<file path="src/design/lowprec_float_exact_product_defines.svh">
// assertion macros for the exact product block
`ifndef LOWPREC_FLOAT_EXACT_PRODUCT_DEFINES_SVH
`define LOWPREC_FLOAT_EXACT_PRODUCT_DEFINES_SVH

`define LFP_ASSERT_IMPL(label, clk, rst_n, ante, cons, msg) \
    label: assert property (@(posedge clk) disable iff (!rst_n) (ante) |-> (cons)) \
        else $error(msg);

`define LFP_ASSERT_NEXT(label, clk, rst_n, ante, cons, msg) \
    label: assert property (@(posedge clk) disable iff (!rst_n) (ante) |=> (cons)) \
        else $error(msg);

`endif

</file>
<file path="src/design/lfp_pkg.sv">
`default_nettype none
package lfp_pkg;
    localparam logic [1:0] FMT_BF16 = 2'd0;
    localparam logic [1:0] FMT_FP16 = 2'd1;
    localparam logic [1:0] FMT_E4M3 = 2'd2;
    localparam logic [1:0] REG_FORMAT = 2'd0;
    localparam logic [1:0] REG_ZERO_EXP = 2'd1;
    localparam int SIG_W = 11;
    localparam int EXP_W = 11;
    localparam int PROD_W = 25;
    localparam int DATA_W = 32;
    localparam int OUT_W = 40;

    typedef struct packed {
        logic             sign;
        logic [EXP_W-1:0] exponent;
        logic [SIG_W-1:0] sig;
    } unpacked_t;
endpackage
`default_nettype wire

</file>
<file path="src/design/lowprec_float_exact_product.sv">
`default_nettype none
`include "lowprec_float_exact_product_defines.svh"
// exact product of two bfloat16, float16 or fp8 e4m3 operands; one item per cycle;
// from acceptance an item passes an input register, then one 11x11 multiply
// and exponent add into the output register; a stalled result still lets the input
// register load once, so full rate holds whenever the output side takes items
module lowprec_float_exact_product (
    input  wire logic        clk,
    input  wire logic        rst_n,
    input  wire logic        cfg_we,
    input  wire logic [0:0]  cfg_index,
    input  wire logic [10:0] cfg_data,
    input  wire logic        s_axis_tvalid,
    output logic             s_axis_tready,
    input  wire logic [31:0] s_axis_tdata,  // operand_a, operand_b
    output logic             m_axis_tvalid,
    input  wire logic        m_axis_tready,
    output logic [39:0]      m_axis_tdata   // product_sign, product_exponent, product_significand
);
    logic [1:0]  fmt_reg;
    logic [10:0] zexp_reg;
    logic        in_valid_reg;
    logic [31:0] in_data_reg;
    logic        out_valid_reg;
    logic [39:0] out_data_reg;
    logic        out_load, in_load;
    lfp_pkg::unpacked_t ua, ub;
    logic [21:0] prod;
    logic [24:0] sig_next;
    logic [10:0] exp_sum, exp_next;
    logic [10:0] bias2;

    lfp_unpack u_a (.operand(in_data_reg[15:0]),  .fmt(fmt_reg), .fields(ua));
    lfp_unpack u_b (.operand(in_data_reg[31:16]), .fmt(fmt_reg), .fields(ub));

    assign out_load = in_valid_reg && (!out_valid_reg || m_axis_tready);
    assign s_axis_tready = !in_valid_reg || out_load;
    assign in_load = s_axis_tvalid && s_axis_tready;

    always_comb
    begin
        prod = ua.sig * ub.sig;
        if (fmt_reg == lfp_pkg::FMT_BF16)
        begin
            sig_next = {prod[15:0], 9'd0};
            bias2 = 11'd254;
        end
        else if (fmt_reg == lfp_pkg::FMT_FP16)
        begin
            sig_next = {prod[21:0], 3'd0};
            bias2 = 11'd30;
        end
        else
        begin
            sig_next = {prod[7:0], 17'd0};
            bias2 = 11'd14;
        end
        exp_sum = ua.exponent + ub.exponent - bias2;
        exp_next = (sig_next == 25'd0) ? zexp_reg : exp_sum;
    end

    always_ff @(posedge clk or negedge rst_n)
    begin
        if (!rst_n)
        begin
            fmt_reg <= lfp_pkg::FMT_BF16;
            zexp_reg <= '0;
            in_valid_reg <= 1'b0;
            out_valid_reg <= 1'b0;
        end
        else
        begin
            if (cfg_we && cfg_index == lfp_pkg::REG_FORMAT[0:0])
                fmt_reg <= cfg_data[1:0];
            if (cfg_we && cfg_index == lfp_pkg::REG_ZERO_EXP[0:0])
                zexp_reg <= cfg_data;
            if (s_axis_tready)
                in_valid_reg <= s_axis_tvalid;
            if (out_load)
                out_valid_reg <= 1'b1;
            else if (m_axis_tready)
                out_valid_reg <= 1'b0;
        end
    end

    always_ff @(posedge clk)
    begin
        if (in_load)
            in_data_reg <= s_axis_tdata;
        if (out_load)
            out_data_reg <= {3'd0, sig_next, exp_next, ua.sign ^ ub.sign};
    end

    assign m_axis_tvalid = out_valid_reg;
    assign m_axis_tdata = out_data_reg;

    `LFP_ASSERT_NEXT(a_hold, clk, rst_n, m_axis_tvalid && !m_axis_tready,
        m_axis_tvalid && $stable(m_axis_tdata), "result dropped while stalled")
    `LFP_ASSERT_IMPL(a_zero, clk, rst_n, out_load && sig_next == 25'd0,
        exp_next == zexp_reg, "zero product exponent wrong")
    `LFP_ASSERT_NEXT(a_move, clk, rst_n, out_load, m_axis_tvalid,
        "loaded item not shown")
endmodule
`default_nettype wire

</file>
<file path="src/design/lfp_unpack.sv">
`default_nettype none
module lfp_unpack (
    input  wire logic [15:0]        operand,
    input  wire logic [1:0]         fmt,
    output lfp_pkg::unpacked_t      fields
);
    logic [7:0] e;
    logic [9:0] m;
    logic       hid;

    always_comb
    begin
        fields = '0;
        if (fmt == lfp_pkg::FMT_BF16)
        begin
            fields.sign = operand[15];
            e = operand[14:7];
            m = {3'd0, operand[6:0]};
            hid = (e != 8'd0);
            fields.sig = {3'd0, hid, m[6:0]};
        end
        else if (fmt == lfp_pkg::FMT_FP16)
        begin
            fields.sign = operand[15];
            e = {3'd0, operand[14:10]};
            m = operand[9:0];
            hid = (e != 8'd0);
            fields.sig = {hid, m};
        end
        else
        begin
            fields.sign = operand[7];
            e = {4'd0, operand[6:3]};
            m = {7'd0, operand[2:0]};
            hid = (e != 8'd0);
            fields.sig = {7'd0, hid, m[2:0]};
        end
        fields.exponent = hid ? {3'd0, e} : 11'd1;
    end
endmodule
`default_nettype wire
</file>
<file path="config.mk">
export PLATFORM = sky130hd
export DESIGN_NAME = lowprec_float_exact_product
export DESIGN_NICKNAME = d
export VERILOG_FILES = /design/src/design/lfp_pkg.sv /design/src/design/lowprec_float_exact_product.sv /design/src/design/lfp_unpack.sv
export VERILOG_INCLUDE_DIRS = /design/src /design/src/design
export SDC_FILE = /design/constraint.sdc
export NUM_CORES = 1
export LEC_CHECK = 0
export BUFFER_PORTS_ARGS = -buffer_cell sky130_fd_sc_hd__buf_2
export CORE_UTILIZATION = 55
export DETAILED_ROUTE_END_ITERATION = 8
export HOLD_SLACK_MARGIN = 0.02
export PLACE_DENSITY = 0.79
export SLEW_MARGIN = 0
export SYNTH_ARGS = -nofsm -noshare
export SYNTH_HDL_FRONTEND = slang
export SYNTH_SLANG_ARGS = --single-unit
</file>
<file path="constraint.sdc">
create_clock -name clk -period 6.5 [get_ports clk]
set_input_delay 0.65 -clock clk [delete_from_list [all_inputs] [get_ports clk]]
set_output_delay 0.65 -clock clk [all_outputs]
set_load 0.005 [all_outputs]
</file>
[Word level (Yosys, flattened, before mapping)]
Cells that the tools add are included.
Word-level totals
  bits in latches: 0
  memories: 0
  output and inout bits: 42
  bits of input ports: 49
  bits in registers: 84
  memory bits (read-only): 0
  RAM bits: 0
Operators by class
  equal/unequal tests: 1
  div/mod/pow operators: 0
  $lt $le $gt $ge: 0
  add/subtract/negate cells: 2
  mux-type cells: 25
  shifts and indexed selects: 0
  $mul: 1
  reduce and logical (&&, ||, !) cells: 17
  bitwise logic cells: 2
Operators with widths (number)
  11-bit 2-to-1 mux: 6
  25-bit 2-to-1 mux: 2
  8-bit 2-to-1 mux: 4
  25-bit logical NOT: 1
  11-bit by 11-bit multiplier with 22-bit output: 1
  8-bit nonzero test: 2
  5-bit 2-to-1 mux: 3
  11-bit adder: 1
  11-bit subtractor: 1
  1-bit 2-to-1 mux: 10
  5-bit nonzero test: 2
  4-bit nonzero test: 2
  1-bit logical AND: 4
  2-bit by 1-bit == test with 1-bit output, second input constant: 1
  1-bit logical NOT: 2
  2-bit logical NOT: 1
  1-bit logical OR: 2
  2-bit nonzero test: 1
  1-bit inverter: 1
  1-bit XOR: 1

[Depth between registers and ports, before layout]
Gate-level depths: netlist (run 1).
  depth in word-level cells: 8
  mapped depth: 27

[By module]
Synthesis (run 1) repeated with hierarchy kept, for this count alone.
Unflattened totals
  cell total of the unflattened synthesis: 859
  area total of the unflattened synthesis: 8607.0 um2
By module, submodules not included
  lowprec_float_exact_product: area each 7938.9 um2, cells an instance 769, times used 1, seq. area each 2357.3 um2
  lfp_unpack: area each 334.1 um2, cells an instance 45, times used 2, seq. area each 0.0 um2

[Worst setup path after synthesis (run 1)]
OpenSTA, ideal clock, no wires.
  path kind: reg-to-reg
  from: register in_data_reg[29]
  to: register out_data_reg[10], in the netlist m_axis_tdata[10], data pin
  setup slack: -0.570 ns
  stages on the path, launching flop included: 24
  arrival time: 6.810 ns
  buffers on the path: 1
  clock period less this slack: 7.070 ns
  cell sequence: edfxtp_1 -> or4_1 -> nor2_1 -> a21oi_1 -> nor2_1 -> nor2_1 -> and2_1 -> fa_1 -> fa_1 -> fa_1 -> fa_1 -> inv_1 -> fa_1 -> inv_1 -> ha_1 -> nand2_1 -> o31ai_4 -> nand4_1 -> mux2_2 -> o211a_1 -> or4b_1 -> nor4_2 -> buf_6 -> mux2_4
On the way
  cells in the longest elaborated chain, start to end: 8
  elaborated cells between the ends (all ways): 16
RTL lines
  start, declared: RTL line lowprec_float_exact_product.sv:23  | logic [31:0] in_data_reg;
  start signal, assigned: RTL line lowprec_float_exact_product.sv:89  | in_data_reg <= s_axis_tdata;
  5-bit nonzero test: RTL line lfp_unpack.sv:27  | hid = (e != 8'd0);
  11-bit 2-to-1 mux: RTL line lfp_unpack.sv:22  | else if (fmt == lfp_pkg::FMT_FP16)
  11-bit 2-to-1 mux *: RTL line lfp_unpack.sv:14  | if (fmt == lfp_pkg::FMT_BF16)
  11-bit by 11-bit multiplier with 22-bit output *: RTL line lowprec_float_exact_product.sv:42  | prod = ua.sig * ub.sig;
  25-bit 2-to-1 mux: RTL line lowprec_float_exact_product.sv:48  | else if (fmt_reg == lfp_pkg::FMT_FP16)
  25-bit 2-to-1 mux *: RTL line lowprec_float_exact_product.sv:43  | if (fmt_reg == lfp_pkg::FMT_BF16)
  net sig_next[24]: RTL line lowprec_float_exact_product.sv:29  | logic [24:0] sig_next;
  25-bit logical NOT *: RTL line lowprec_float_exact_product.sv:59  | exp_next = (sig_next == 25'd0) ? zexp_reg : exp_sum;
  11-bit 2-to-1 mux *: RTL line lowprec_float_exact_product.sv:59
  net exp_next[9]: RTL line lowprec_float_exact_product.sv:30  | logic [10:0] exp_sum, exp_next;
  end signal, assigned: RTL line lowprec_float_exact_product.sv:91  | out_data_reg <= {3'd0, sig_next, exp_next, ua.sign ^ ub.sign};
  end, declared: RTL line lowprec_float_exact_product.sv:25  | logic [39:0] out_data_reg;
Mark *: on every way through the listed nets, which the timed path passes. The rest lies on a longest branch.
A chain may end at the register's enable or synchronous reset.

[Final worst setup path (run 1)]
  from: register in_data_reg[26]
  to: register out_data_reg[11], in the netlist m_axis_tdata[11], data pin
Same word-level chain as after synthesis.

==> out/results.txt, run 1 <==
P&R area growth vs syn - 25.17%
Least-Margin Pin Slew - 0.5473 ns
DRT Pass-1 Iters - 5
Final Hold Fails - 0
Period utilization - 1.085
Vias in the first global route - 6910
VDD IR max - 262.6 uV
Dpl ws - -0.7668 ns
Max FFs per register - 34
Fin Setup TNS - -5.647 ns
Final setup vio count - 11
CTS tree - yes
Area after DPL - 0.009712 sq mm
FF-to-FF setup slack - -0.55 ns
Most frequent cells in the layout - 138 x buf_4, 127 x inv_1, 91 x nand2_1
Effective utilization at floorplan - 0.5604
Drt via density - 5.438
Crit. End Element - flip-flop
Placed instance count - 1177
Required @ worst endpoint - 6.61 ns
Yosys warning count - 0
Synth area leader - edfxtp_1
Sink Count - 81
Yosys top cell area share - 0.2443
RSZ-0062 raised after global routing - true
Slew HR - 0.6351
Clock Skews - 0.01940 ns
Most used DFF post-synth - edfxtp_1
First-pass GRT wire length - 33.11 mm
Largest cells by area after synthesis - edfxtp_1 24%, fa_1 21%, ha_1 11%
Routed len/inst - 17.17 microns
Fillers - 1087
Hold buffer count at cts - 0
Async SR Flop Fraction - 0.1852
Die area - 0.01524 sq mm
Flops & latches, synth - 81
Gpl congestion - 0.9279
Number of synthesized flops with an enable pin - 66
CTS clock-pin slew for the worst setup and hold paths - 0.08 ns
Final WS setup - -0.5548 ns
Total Nets Final - 1218
Core area - 0.01448 sq mm
Max Cap Viol - 0
Initial antenna violation count - 0
Total CTS buffers - 9
Ant. Diodes - 0
Post-Layout Cell Count - 1203
Register area share after synthesis - 0.2905
Post-Layout Inst Area - 0.01016 sq mm
Library cells used by synthesis - 56
Num rows - 44
Post-synthesis cell count - 810
CTS Buffer Depth - 2
Leak - 5.037 nW
CTS root buffer - clkbuf_16
Fmax achieved - 0.1417 GHz
Syn Std Cell Area - 0.008114 sq mm
Hold Path Class - input port to asynchronous set/reset pin
DRC - 0
Commonest non-fill, non-tap cell in the layout - buf_4
WHS - 0.1729 ns
1st-iter DRT viols - 443
Tot GR Track Use - 0.2935
Total grt overflow - 0
Syn Area/Cell - 10.02 sq um
Antenna-violating nets left - 0
Worst r2r path cells - 25
Chip height - 123.5 microns
H-tree Lvls - 3
Port bufs - 84
Vias - 6542
Crit path max fanout - 6
Worst reg2reg path startpoint - in_data_reg[26]
Power Density - 419.5 mW/mm^2
Status - finished, violations left
Setup Crit Path Kind - flip-flop to flip-flop
Critical Path AT - 7.16 ns
I/O Pins - 91
Max-slew violations - 0
Worst-skew pair later-pin latency - 0.37 ns
Failing checks - negative setup slack
HPWL Detailed - 16.02 mm
Die W - 123.5 microns
Largest net degree at the start of global routing - 35
Reg-to-reg endpoint - m_axis_tdata[11]
CP Launch Type - flip-flop
Tmin final - 7.055 ns
Share of layout cells above drive strength 1 - 0.2856
Routed WL - 20.65 mm
-- report_power, final --
| group | switching, mW | total [mW] | internal (mW) |
|---|---|---|---|
| clock network | 0.237 | 0.500 | 0.263 |
| logic | 1.53 | 3.00 | 1.47 |
| registers | 0.0404 | 0.761 | 0.720 |
| total | 1.81 | 4.26 | 2.45 |
-- per-stage QoR --
step / utilization / total power [mW]
floorplan: - / 2.495
global placement: 0.6708 / 3.547
detailed placement: 0.6708 / 3.640
CTS: 0.6938 / 4.201
global route: 0.7014 / 4.644
finish: 0.7014 / 4.261
-- how the worst max path moves through the flow --
stage                     from               end  slack, ns  depth (start not counted)
2_1_floorplan  in_data_reg[26]  m_axis_tdata[10]      -0.31                         24
3_3_place_gp   in_data_reg[14]  m_axis_tdata[11]      -0.57                         25
3_5_place_dp   in_data_reg[13]  m_axis_tdata[11]      -0.77                         25
4_1_cts        in_data_reg[14]  m_axis_tdata[11]      -0.55                         24
5_1_grt        in_data_reg[28]  m_axis_tdata[11]      -0.78                         25
6_report       in_data_reg[26]  m_axis_tdata[11]      -0.55                         25
-- critical path, stage by stage, from the launching register on --
cell,delay [ns]
edfxtp_1,0.41
or4_4,0.58
nor2_4,0.12
a21oi_2,0.09
nor2_4,0.19
nor3_1,0.09
fa_1,0.50
inv_1,0.07
fa_1,0.53
inv_1,0.04
fa_1,0.45
fa_1,0.48
inv_1,0.05
fa_1,0.48
inv_1,0.06
ha_4,0.28
nand2_2,0.07
o31ai_4,0.39
nand4_1,0.15
mux2_2,0.29
o211a_1,0.14
or4b_4,0.49
nor4_4,0.21
buf_4,0.19
buf_12,0.13
mux2_2,0.33
-- routing by layer --
layer,GRT usage,vias to the layer above,share of wire
met2,0.5147,227,0.51
met4,0.1355,0,0.032
li1,-,3077,-
met5,0,-,0
met3,0.04474,52,0.049
met1,0.3541,3186,0.41
-- timing repair --
item / CTS / global route
pin swaps: 4 / 2
buffers inserted: 3 / 6
resized for setup: 7 / 6
endpoints found under the setup margin: 13 / 13
gates cloned: 0 / 1
-- layout make-up --
type,instances,area [sq um],share of cell area
Timing Repair Buffer,225,1521,0.1498
Multi-Input combinational cell,570,5294,0.5213
Inverter,127,476.7,0.04694
Clock inverter,7,51.30,0.005051
Clock buffer,9,225.2,0.02218
Tap cell,184,230.2,0.02267
Sequential cell,81,2357,0.2321
-- synth_stat cells (all sizes together) (15+ instances only) --
master,number
a21oi,17
and2,39
and3,27
clkbuf,29
dfrtp,15
edfxtp,66
fa,84
ha,71
inv,127
mux2,23
nand2,93
nor2,38
o21ai,28
-- kinds of logic (layout without fill, tap and decap cells) --
group / Yosys count / after routing / share of synthesized area
other: 1 / 6 / 0.0004622
XOR/XNOR: 23 / 23 / 0.02483
AO/OA/AOI/OAI: 103 / 103 / 0.08728
multiplexers: 35 / 35 / 0.05089
AND/OR/NAND/NOR: 248 / 248 / 0.1497
adder cells (fa/ha/maj): 155 / 155 / 0.3167
flip-flops: 81 / 81 / 0.2905
buffers and inverters: 164 / 368 / 0.07957
Note: power is estimated with default switching activity, not from simulation.
==> run 2, diff against run 1 <==
- CAP_MARGIN: unset -> 20
- SETUP_SLACK_MARGIN: unset -> 0.02
==> run 2 against run 1 <==
  * The flow still finishes with violations (negative setup slack)
  * Non-clock buffer count unchanged
  * Wire length decreased by 0.26%
  * Combinational power about the same
  * Clock-buffer cell count unchanged
  * Design area about the same
  * Worst hold slack got worse by 0.00056 ns
  * Sequential cell count unchanged
  * Global-route usage unchanged
  * Clock power about the same
  * Via count about the same
  * Critical endpoint unchanged
  * Largest power group unchanged
  * Highest routed layer unchanged
==> out/results.txt, run 2 (synthesis gave the netlist of run 1 again) <==
Vias - 6548
Core area - 0.01448 sq mm
Routed len/inst - 17.12 microns
CTS Buffer Depth - 2
Ant. Diodes - 0
Share of layout cells above drive strength 1 - 0.2866
CTS root buffer - clkbuf_16
1st-iter DRT viols - 366
Crit path buf inv count - 6
Fin Setup TNS - -5.769 ns
Post-Layout Inst Area - 0.01016 sq mm
HPWL Detailed - 16.02 mm
Effective utilization at floorplan - 0.5604
Crit. End Element - flip-flop
Fillers - 1087
Area after DPL - 0.009712 sq mm
Least-Margin Pin Slew - 0.5378 ns
Drt via density - 5.443
Crit path max fanout - 6
Vias in the first global route - 6910
Status - finished, violations left
Final setup vio count - 11
Failing checks - negative setup slack
Sink Count - 81
P&R area growth vs syn - 25.21%
Die area - 0.01524 sq mm
Clock Skews - 0.02023 ns
Initial antenna violation count - 0
Final Hold Fails - 0
Leak - 5.037 nW
Slowest stage delay, CP - 0.58 ns
Final WS setup - -0.5664 ns
Largest net degree at the start of global routing - 35
Setup Crit Path Kind - flip-flop to flip-flop
Critical path's most frequent cell - fa_1
Power Density - 419.5 mW/mm^2
Most frequent cells in the layout - 138 x buf_4, 127 x inv_1, 91 x nand2_1
Chip height - 123.5 microns
CTS clock-pin slew for the worst setup and hold paths - 0.08 ns
Gpl congestion - 0.9279
CP Launch Type - flip-flop
Hold buffer count at cts - 0
Num rows - 44
VDD IR max - 259.7 uV
Max FFs per register - 34
Fmax achieved - 0.1415 GHz
Commonest non-fill, non-tap cell in the layout - buf_4
Slew HR - 0.6415
Slowest-stage cell, CP - or4_4
Port bufs - 84
CTS tree - yes
H-tree Lvls - 3
I/O Pins - 91
RSZ-0062 raised after global routing - true
Power, Total - 4.262 mW
Worst-skew pair later-pin latency - 0.37 ns
Critical Path AT - 7.18 ns
Family with the most delay on the worst path - adder cells
Required @ worst endpoint - 6.61 ns
Antenna-violating nets left - 0
DRT Pass-1 Iters - 5
Total CTS buffers - 9
Tot GR Track Use - 0.2935
Max Cap Viol - 0
DRC - 0
Tmin final - 7.066 ns
Routed WL - 20.60 mm
Die W - 123.5 microns
Period utilization - 1.087
First-pass GRT wire length - 33.11 mm
Hold Path Class - input port to asynchronous set/reset pin
Total grt overflow - 0
Max-slew violations - 0
Dpl ws - -0.7668 ns
Total Nets Final - 1218
run 2: cell counts in the layout (fill, tap and decap cells not counted):
No cell type changed its count.
run 2: cell type report:
class	instances	area, sq um	share of cell area
flip-flops and latches	81	2357	0.2320
well taps	184	230.2	0.02266
multi-input cells	570	5298	0.5214
repair buffers	225	1521	0.1498
clock buffers	9	225.2	0.02217
clock inverters	7	51.30	0.005049
inverters	127	476.7	0.04692
run 2: layer usage:
metal  global-route usage  share of wire
met3              0.04474          0.052
met1               0.3541           0.41
met4               0.1355          0.030
met5                    0              0
met2               0.5147           0.51
run 2: path summary, 6_finish.rpt:
path                       cells after the start  slack [ns]               end            start
max in group asynchronous                      1        6.06       zexp_reg[3]            rst_n
hold reg to reg                                1        0.49     m_axis_tvalid     in_valid_reg
hold / removal                                 1        0.17        fmt_reg[0]            rst_n
setup / recovery                              25       -0.57  m_axis_tdata[11]  in_data_reg[26]
setup reg to reg                              25       -0.57  m_axis_tdata[11]  in_data_reg[26]
min in group clk                               1        0.46    in_data_reg[0]  s_axis_tdata[0]
run 2: metrics by stage:
step           hold WS [ns]    util  cells
2_1_floorplan        0.3544       -    815
3_3_place_gp         0.4741  0.6708   1177
3_5_place_dp         0.4931  0.6708   1177
4_1_cts              0.1765  0.6938   1196
5_1_grt              0.2020  0.7017   1203
6_report             0.1724  0.7017   1203
run 2: worst reg2reg max path: stages, from the launching register on:
cell	delay (ns)
edfxtp_1	0.41
or4_4	0.58
nor2_4	0.12
a21oi_2	0.09
nor2_4	0.19
nor3_1	0.09
fa_1	0.50
inv_1	0.07
fa_1	0.53
inv_1	0.04
fa_1	0.45
fa_1	0.48
inv_1	0.05
fa_1	0.48
inv_1	0.06
ha_4	0.28
nand2_2	0.07
o31ai_4	0.39
nand4_1	0.15
mux2_2	0.29
o211a_1	0.14
or4b_4	0.49
nor4_4	0.21
buf_4	0.19
buf_12	0.14
mux2_2	0.34
run 2: where the power goes:
part / internal (mW) / switching (mW) / total (mW)
combinational: 1.47 / 1.53 / 3.00
sequential: 0.720 / 0.0401 / 0.760
clock: 0.263 / 0.237 / 0.500
run 2: repair_timing:
item / in CTS / in global routing
setup endpoints to repair: 14 / 14
gates resized for setup: 7 / 7
gates cloned: 0 / 1
pin swaps: 4 / 2
buffers inserted: 3 / 6
